==> src/hw/rtl/sams_pkg.sv <==
// Types and constants shared by the shared-array multi-stack, its checker and the testbench.
package sams_pkg;

  localparam int unsigned DEF_NUM_STACKS  = 4;
  localparam int unsigned DEF_NUM_SLOTS   = 16;
  localparam int unsigned DEF_VALUE_WIDTH = 32;

  localparam int unsigned STACK_ID_W = 2;
  localparam int unsigned PORT_VAL_W = 32;

  typedef enum logic {
    OP_PUSH = 1'b0,
    OP_POP  = 1'b1
  } op_e_t;

  typedef enum logic [1:0] {
    ST_OK        = 2'd0,
    ST_OVERFLOW  = 2'd1,
    ST_UNDERFLOW = 2'd2
  } status_e_t;

  typedef struct packed {
    op_e_t                         kind;
    logic [STACK_ID_W-1:0]         stack_id;
    logic signed [PORT_VAL_W-1:0]  push_value;
  } req_t;

  typedef struct packed {
    status_e_t                     status;
    logic signed [PORT_VAL_W-1:0]  pop_value;
  } rsp_t;

endpackage

==> src/hw/rtl/shared_array_multi_stack.sv <==
// Top level of the shared-array multi-stack: several stacks chained through one slot store.
// A request is taken on any clock edge where start is high and busy is low, so one request
// may enter every cycle; busy is high only while reset is applied. Each request passes an
// input register and then a result register, after which its result appears on rsp with done
// high for exactly one cycle; the receiver cannot hold it off. Results come out in request
// order. The head pointers, the free-list pointer and the link table sit in flip-flops that
// are read and written back in the same cycle, so a request that depends on the one before it
// can follow in the very next cycle. Reset restores the free list at once; there is no
// clearing pass.
module shared_array_multi_stack
  import sams_pkg::*;
#(
  parameter int unsigned NUM_STACKS  = DEF_NUM_STACKS,
  parameter int unsigned NUM_SLOTS   = DEF_NUM_SLOTS,
  parameter int unsigned VALUE_WIDTH = DEF_VALUE_WIDTH
) (
  input  logic clk,
  input  logic rst,
  input  logic start,
  output logic busy,
  input  req_t req,
  output logic done,
  output rsp_t rsp
);

  localparam int unsigned PTR_W  = $clog2(NUM_SLOTS + 1);
  localparam int unsigned SLOT_W = $clog2(NUM_SLOTS);
  localparam int unsigned SID_W  = (NUM_STACKS > 1) ? $clog2(NUM_STACKS) : 1;
  localparam int unsigned EXT_W  = VALUE_WIDTH + PORT_VAL_W;
  localparam logic [PTR_W-1:0] NULL_PTR = PTR_W'(NUM_SLOTS);

  logic [PTR_W-1:0]       slot_link [NUM_SLOTS];
  logic [VALUE_WIDTH-1:0] slot_data [NUM_SLOTS];
  logic [PTR_W-1:0]       stack_head [NUM_STACKS];
  logic [PTR_W-1:0]       free_head;

  req_t req_q;
  logic req_valid;

  logic [SID_W+STACK_ID_W-1:0] sid_ext;
  logic [SID_W-1:0]            sid_idx;
  logic                        sid_ok;
  logic [PTR_W-1:0]            head_rd;
  logic                        head_live;
  logic                        free_live;
  logic [PTR_W-1:0]            rd_ptr;
  logic [SLOT_W-1:0]           rd_idx;
  logic [PTR_W-1:0]            link_rd;
  logic [VALUE_WIDTH-1:0]      data_rd;
  logic signed [EXT_W-1:0]     push_ext;
  logic signed [EXT_W-1:0]     pop_ext;
  logic                        do_push;
  logic                        do_pop;
  rsp_t                        rsp_next;

  assign busy = rst;

  always_ff @(posedge clk) begin
    if (rst) begin
      req_valid <= 1'b0;
    end else begin
      req_valid <= start;
    end
    if (start && !busy) begin
      req_q <= req;
    end
  end

  always_comb begin
    sid_ext   = {{SID_W{1'b0}}, req_q.stack_id};
    sid_idx   = sid_ext[SID_W-1:0];
    sid_ok    = (sid_ext < (SID_W + STACK_ID_W)'(NUM_STACKS));
    head_rd   = sid_ok ? stack_head[sid_idx] : NULL_PTR;
    head_live = sid_ok && (head_rd < NULL_PTR);
    free_live = (free_head < NULL_PTR);
    rd_ptr    = (req_q.kind == OP_POP) ? head_rd : free_head;
    rd_idx    = rd_ptr[SLOT_W-1:0];
    link_rd   = slot_link[rd_idx];
    data_rd   = slot_data[rd_idx];
    push_ext  = EXT_W'(req_q.push_value);
    pop_ext   = EXT_W'(signed'(data_rd));
    do_push   = req_valid && (req_q.kind == OP_PUSH) && sid_ok && free_live;
    do_pop    = req_valid && (req_q.kind == OP_POP) && head_live;

    rsp_next.status    = ST_OK;
    rsp_next.pop_value = '0;
    if (req_q.kind == OP_PUSH) begin
      if (!(sid_ok && free_live)) begin
        rsp_next.status = ST_OVERFLOW;
      end
    end else begin
      if (head_live) begin
        rsp_next.pop_value = pop_ext[PORT_VAL_W-1:0];
      end else begin
        rsp_next.status    = ST_UNDERFLOW;
        rsp_next.pop_value = '1;
      end
    end
  end

  always_ff @(posedge clk) begin
    if (rst) begin
      for (int i = 0; i < NUM_SLOTS; i++) begin
        slot_link[i] <= PTR_W'(i + 1);
      end
      for (int s = 0; s < NUM_STACKS; s++) begin
        stack_head[s] <= NULL_PTR;
      end
      free_head <= '0;
    end else if (do_push) begin
      free_head           <= link_rd;
      slot_link[rd_idx]   <= head_rd;
      stack_head[sid_idx] <= rd_ptr;
    end else if (do_pop) begin
      stack_head[sid_idx] <= link_rd;
      slot_link[rd_idx]   <= free_head;
      free_head           <= rd_ptr;
    end
  end

  always_ff @(posedge clk) begin
    if (do_push) begin
      slot_data[rd_idx] <= push_ext[VALUE_WIDTH-1:0];
    end
  end

  always_ff @(posedge clk) begin
    if (rst) begin
      done <= 1'b0;
    end else begin
      done <= req_valid;
    end
    if (req_valid) begin
      rsp <= rsp_next;
    end
  end

endmodule

==> config.mk <==
export PLATFORM = sky130hd
export DESIGN_NAME = shared_array_multi_stack
export DESIGN_NICKNAME = d
export VERILOG_FILES = /design/src/hw/rtl/sams_pkg.sv /design/src/hw/rtl/shared_array_multi_stack.sv
export SDC_FILE = /design/constraint.sdc
export NUM_CORES = 1
export LEC_CHECK = 0
export BUFFER_PORTS_ARGS = -buffer_cell sky130_fd_sc_hd__buf_2
export CORE_AREA = 2 2 226 228
export DETAILED_ROUTE_END_ITERATION = 16
export DIE_AREA = 0 0 228 230
export PLACE_DENSITY = 0.75
export SETUP_SLACK_MARGIN = 0.1
export SKIP_LAST_GASP = 1
export SLEW_MARGIN = 20
export SYNTH_ARGS = -nofsm -noshare
export SYNTH_HDL_FRONTEND = slang
export SYNTH_SLANG_ARGS = --single-unit
==> constraint.sdc <==
create_clock -name clk -period 3.9 [get_ports clk]
set_clock_uncertainty 0.1 [all_clocks]
set_input_delay 0 -clock clk [delete_from_list [all_inputs] [get_ports clk]]
set_output_delay 0 -clock clk [all_outputs]
set_load 0.03 [all_outputs]
==> results of run 1 <==
[state kept, by name, indices dropped and copies added (netlist names), named ones only]
signal / flops
slot_data: 512
req_valid: 1
stack_head: 20
done: 1
req_q: 1
push_ext: 32
slot_link: 80
free_head: 5
sid_idx: 2
rsp: 34
[where the power goes]
group          switching (mW)  leakage, nW  internal [mW]
Combinational           0.873         3.58          0.449
Sequential              0.133         6.23           8.29
Clock                    2.74         1.11           3.88
Total                    3.75         10.9           12.6
[kinds of logic after synthesis]
logic type	share of synthesized area
AO/OA/AOI/OAI	0.07328
buffers and inverters	0.02662
flip-flops	0.7413
multiplexers	0.02311
AND/OR/NAND/NOR	0.1357
[per-layer routing]
metal | track usage | share of wire | up-vias
li1 | - | - | 7808
met1 | 0.3586 | 0.38 | 8928
met2 | 0.4539 | 0.49 | 1059
met3 | 0.04539 | 0.096 | 213
met4 | 0.1211 | 0.039 | 0
met5 | 0 | 0 | -
[cell usage in the layout (no fill, tap or decap), drive strengths merged, types with 9 or more instances in the layout]
cell	count
a221oi	18
clkbuf	90
nor2	104
a21oi	34
mux2i	50
a211oi	20
nand2	469
dlygate4sd3	60
clkinv	27
buf	165
dfxtp	9
a31oi	13
nor4	36
a22oi	11
inv	17
nand3	24
nor3	19
nand2b	22
edfxtp	681
a311oi	94
and2	35
a2111oi	25
and3	108
[cell type report]
| class | count | area [sq um] | area share |
|---|---|---|---|
| Tap cell | 672 | 840.8 | 0.02597 |
| Sequential cell | 690 | 20630 | 0.6373 |
| Timing Repair Buffer | 225 | 1919 | 0.05929 |
| Clock buffer | 90 | 1879 | 0.05806 |
| Multi-Input combinational cell | 1142 | 6671 | 0.2061 |
| Clock inverter | 38 | 380.4 | 0.01175 |
| Inverter | 13 | 48.80 | 0.001507 |
[worst paths after layout]
kind / to / slack [ns] / cells past startpoint
setup / recovery: rsp[3] / 0.50 / 8
hold / removal: push_ext[7] / 0.01 / 2
setup reg to reg: rsp[3] / 0.50 / 8
hold reg to reg: rsp[33] / 0.43 / 0
[through the flow]
stage            util  std cells
5_1_grt        0.6492       2870
2_1_floorplan       -       1981
3_3_place_gp   0.5918       2682
3_5_place_dp   0.5918       2682
4_1_cts        0.6492       2870
6_report       0.6492       2870
[what timing repair did]
item,4_1_cts,5_1_grt
setup endpoints to repair,0,0
hold buffers,60,0
endpoints found under the hold margin,57,0
==> out/metrics.yaml, run 1 <==
holdCritStartpoint: "req[7]"
start_kind: "flip-flop"
rows: 82
fin_nets: 2179
power_mw: 16.37
critPathSlowestCell: "dfxtp_1"
syn_inst: 1981
ctsResizeCount: 0
final.setup.tns_ns: 0
synth_warnings: 0
synthTopCellsByCount: "edfxtp_1 (681), nand2_1 (469), and3_1 (108), nor2_1 (104), a311oi_1 (94)"
clock.fmax_mhz: 293.8
worst_slew_margin_rel: 0.3525
grt_overflow: 0
io_pins: 74
period_needed_ns: 3.404
clk_latency_ns: 0.62
vdd_drop_max_uv: 411.8
synthToLayoutAreaGrowth_pct: 16.32
postCtsSetupBuffers: 0
netlist_area_sq_um: 27830
die_h_microns: 230
crit_required_ns: 4.12
grt_usage: 0.2733
min_path_type: "in2reg"
start_util: 0.5581
ys_seq_elements: 690
rsz0062_at_grt: "no"
p_leak_nw: 10.93
postPlaceCellArea_sq_um: 29510
p_per_area_nw_per_um2: 505.6
routed_wl_microns: 71560
die_x_microns: 228
drv_slew: 0
cpLargestDelayFamily: "compound AO/OA/AOI/OAI gates"
cts-root-buf: "clkbuf_16"
drtIter0Drc: 2202
grt_pass1_wl_microns: 107600
synth_most_common_cell: "edfxtp_1"
fin_hold_ws_ns: 0.01118
antenna_cells: 0
yosysTopAreaCellShare: 0.7348
syn_nets: 2019
fillers: 3487
setup_violations: 0
ys.flop_type: "edfxtp_1"
crit_type: "reg2reg"
critPathMaxStageDelay_ns: 0.62
crit_arrival_ns: 3.63
netlist-cell-type-count: 57
dp_slack_ns: 0.5247
drive_gt1_frac: 0.1506
cts_tree: "done"
worst_pin_slew_ns: 0.9692
status: "finished clean"
cp_max_fo: 48
ys_seq_area_frac: 0.7413
die_area_sq_um: 52440
portBuffers: 73
grt_pass1_vias: 17830
final_hold_viol_count: 0
antenna_found_initial: 0
finalCritPeriodShare: 0.8728
clk_path_buf_depth: 3
critPathCaptureType: "flip-flop"
stdcell_area_sq_um: 32370
dp_hpwl_microns: 40620
first_pass_iters: 6
finalWorstSetupSlack_ns: 0.4960
path_cells: "mux2_2 -> a221o_4 -> buf_12 -> and2_0 -> a2111oi_2 -> a211oi_1 -> nor4_1 -> nor2_1"
clkSinkCount: 690
cp_num_buf_inv: 1
drv_cap: 0
core-area_sq_um: 49860
path_clk_slew_ns: 0.06
globalplace.congestion: 0.9094
drc: 0
synth_top_area_cell: "edfxtp_1"
final_antenna_net_count: 0
syn_avg_cell_area_sq_um: 14.05
synthTopCellsByArea: "edfxtp_1 (73%), nand2_1 (6.3%), a311oi_1 (3.0%), and3_1 (2.4%), mux2i_1 (1.8%)"
synth_edf_count: 681
cts_max_level: 3
grt_max_degree: 73
cts_made_buffers: 69
async_flop_share: 0
vias_per_cell: 6.275
vias: 18010
post_drt_wl_per_cell_microns: 24.93
No activity file was read; power rests on OpenSTA's default activity.
==> run 2: changes to the inputs <==
--- a/config.mk
+++ b/config.mk
@@ -5,10 +5,11 @@
 export SDC_FILE = /design/constraint.sdc
 export NUM_CORES = 1
 export LEC_CHECK = 0
+export ABC_AREA = 1
 export BUFFER_PORTS_ARGS = -buffer_cell sky130_fd_sc_hd__buf_2
-export CORE_AREA = 2 2 226 228
+export CORE_AREA = 2 2 227 229
 export DETAILED_ROUTE_END_ITERATION = 16
-export DIE_AREA = 0 0 228 230
+export DIE_AREA = 0 0 229 231
 export PLACE_DENSITY = 0.75
 export SETUP_SLACK_MARGIN = 0.1
 export SKIP_LAST_GASP = 1
==> constraint.sdc (replaced) <==
create_clock -name clk -period 3.9 [get_ports clk]
set_clock_uncertainty 0.1 [all_clocks]
set_input_delay 0.975 -clock clk [delete_from_list [all_inputs] [get_ports clk]]
set_output_delay 0.975 -clock clk [all_outputs]
set_load 0.03 [all_outputs]
==> out/metrics.yaml, run 2 <==
final_hold_viol_count: 0  # unchanged
layout_commonest_cell: "nand2_1"
crit_type: "reg2reg"
core-area_sq_um: 50680  # +1.6%
postCtsSetupBuffers: 0  # unchanged
vias: 18490  # +2.7%
portBuffers: 73  # unchanged
ys_seq_elements: 690  # unchanged
synth_warnings: 0  # unchanged
min_path_type: "reg2reg"
ctsResizeCount: 0  # unchanged
stdcell_area_sq_um: 31540  # -2.6%
synthTopCellsByArea: "edfxtp_1 (73%), nand2_1 (14%), nor2_1 (1.9%), a21oi_1 (1.7%), nand3_1 (1.7%)"
setup_violations: 0  # unchanged
largest_reg_flops: 512  # unchanged
reg_top3: "slot_data x512, slot_link x80, rsp x34"
grt_overflow: 0  # unchanged
drc: 0  # unchanged
syn_nets: 2464  # +22%
rows: 83  # +1.2%
cts_tree: "done"
finalCritPeriodShare: 0.8189  # -0.05393
final.setup.tns_ns: 0  # unchanged
worst_slew_margin_rel: 0.3583  # +0.005832
antenna_cells: 0  # unchanged
syn_inst: 2426  # +22%
globalplace.congestion: 0.8756  # -3.7%
drtIter0Drc: 2235  # +1.5%
drv_cap: 0  # unchanged
cts_made_buffers: 71  # +2.9%
start_util: 0.5533  # -0.004812
dp_hpwl_microns: 37900  # -6.7%
cts_max_level: 3  # unchanged
cp_max_fo: 61  # +27%
ys_seq_area_frac: 0.7357  # -0.005590
grt_usage: 0.2654  # -0.007962
start_kind: "flip-flop"
grt_max_degree: 97  # +33%
worst_pin_slew_ns: 0.9625  # -0.006693 ns
syn_avg_cell_area_sq_um: 11.56  # -18%
synth_top_area_cell: "edfxtp_1"
critPathCaptureType: "flip-flop"
clkSinkCount: 690  # unchanged
rsz0062_at_grt: "no"
synthTopCellsByCount: "nand2_1 (1012), edfxtp_1 (681), nor2_1 (143), a21oi_1 (98), nand3_1 (96)"
cts-root-buf: "clkbuf_16"
postPlaceCellArea_sq_um: 29200  # -1.1%
power_mw: 16.77  # +2.5%
routed_wl_microns: 69810  # -2.4%
die_h_microns: 231  # +0.43%
top_register: "slot_data"
drive_gt1_frac: 0.1205  # -0.03012
holdBufCountCts: 0  # -100%
clock.fmax_mhz: 313.1  # +6.6%
grt_pass1_vias: 18200  # +2.1%
clk_path_buf_depth: 3  # unchanged
post_drt_wl_per_cell_microns: 21.51  # -14%
die_area_sq_um: 52900  # +0.88%
die_x_microns: 229  # +0.44%
clk_latency_ns: 0.62  # about the same
final_antenna_net_count: 0  # unchanged
final_cell_mix: "nand2_1 (1012), edfxtp_1 (681), nor2_1 (139)"
grt_pass1_wl_microns: 105900  # -1.6%
yosysTopAreaCellShare: 0.7293  # -0.005541
drv_slew: 0  # unchanged
p_per_area_nw_per_um2: 531.8  # +5.2%
crit_arrival_ns: 3.34  # -0.29 ns
p_leak_nw: 11.81  # +8.1%
synthToLayoutAreaGrowth_pct: 12.47
antenna_found_initial: 0  # unchanged
ys.flop_type: "edfxtp_1"
netlist-cell-type-count: 30  # -47%
crit_required_ns: 4.04  # -0.08 ns
synth_most_common_cell: "nand2_1"
vias_per_cell: 5.697  # -9.2%
vdd_drop_max_uv: 398.3  # -3.3%
io_pins: 74  # unchanged
fin_hold_ws_ns: 0.3899  # +0.3787 ns
period_needed_ns: 3.194  # -0.2103 ns
async_flop_share: 0  # unchanged
synth_edf_count: 681  # unchanged
path_clk_slew_ns: 0.06  # about the same
status: "finished clean"
netlist_area_sq_um: 28040  # +0.76%
fin_nets: 2546  # +17%
first_pass_iters: 6  # unchanged
-- run 2: layout make-up --
cell class	count	area [sq um]
Fill cell	3842	19140
Clock inverter	39	422.9
Multi-Input combinational cell	1527	6549
Tap cell	680	850.8
Timing Repair Buffer	128	828.3
Clock buffer	91	1914
Inverter	90	340.3
Sequential cell	690	20630
-- run 2: per-stage QoR --
| step | setup slack [ns] | instances | util |
|---|---|---|---|
| after CTS | 0.7622 | 3245 | 0.6223 |
| after global routing | 0.4962 | 3245 | 0.6223 |
| after detailed placement | 0.7821 | 3115 | 0.5762 |
| after global placement | 0.8875 | 3115 | 0.5762 |
| after floorplan | -0.8852 | 2426 | - |
| final | 0.7063 | 3245 | 0.6223 |
-- run 2: path summary, 6_finish.rpt --
path | from | slack (ns) | end | depth (start not counted)
hold / removal | free_head[2] | 0.39 | free_head[2] | 2
setup reg to reg | flip-flop | 0.71 | slot_data[0][8] | 10
hold reg to reg | free_head[2] | 0.39 | free_head[2] | 2
setup / recovery | flip-flop | 0.71 | slot_data[0][8] | 10
-- run 2: logic make-up (layout without fill, tap and decap cells) --
kind of cell           count (synthesis)  in the layout  synth area share
and+or+nand+nor                     1308           1308            0.1893
AOI/OAI and AO/OA                    219            219           0.04025
DFF                                  690            690            0.7357
buffers and inverters                209            348           0.03472
-- run 2: worst max-delay path: stages, from the launching register on --
cell and delay (ns):
dfxtp_1 0.54, inv_2 0.17, nand2_1 0.12, nand3_1 0.15, nand3_2 0.15, nand2_4 0.09
buf_4 0.36, nor2_1 0.22, inv_2 0.15, nor3_2 0.19, buf_4 0.51
-- run 2: report_power, final --
group | internal (mW) | switching, mW | total (mW)
clock network | 3.97 | 2.82 | 6.79
logic | 0.379 | 1.15 | 1.53
registers | 8.32 | 0.141 | 8.46
-- run 2: per-layer routing --
metal,track usage,part of all wire
met1,0.3538,0.39
met2,0.4372,0.48
met3,0.04607,0.095
met4,0.1067,0.032
met5,0,0
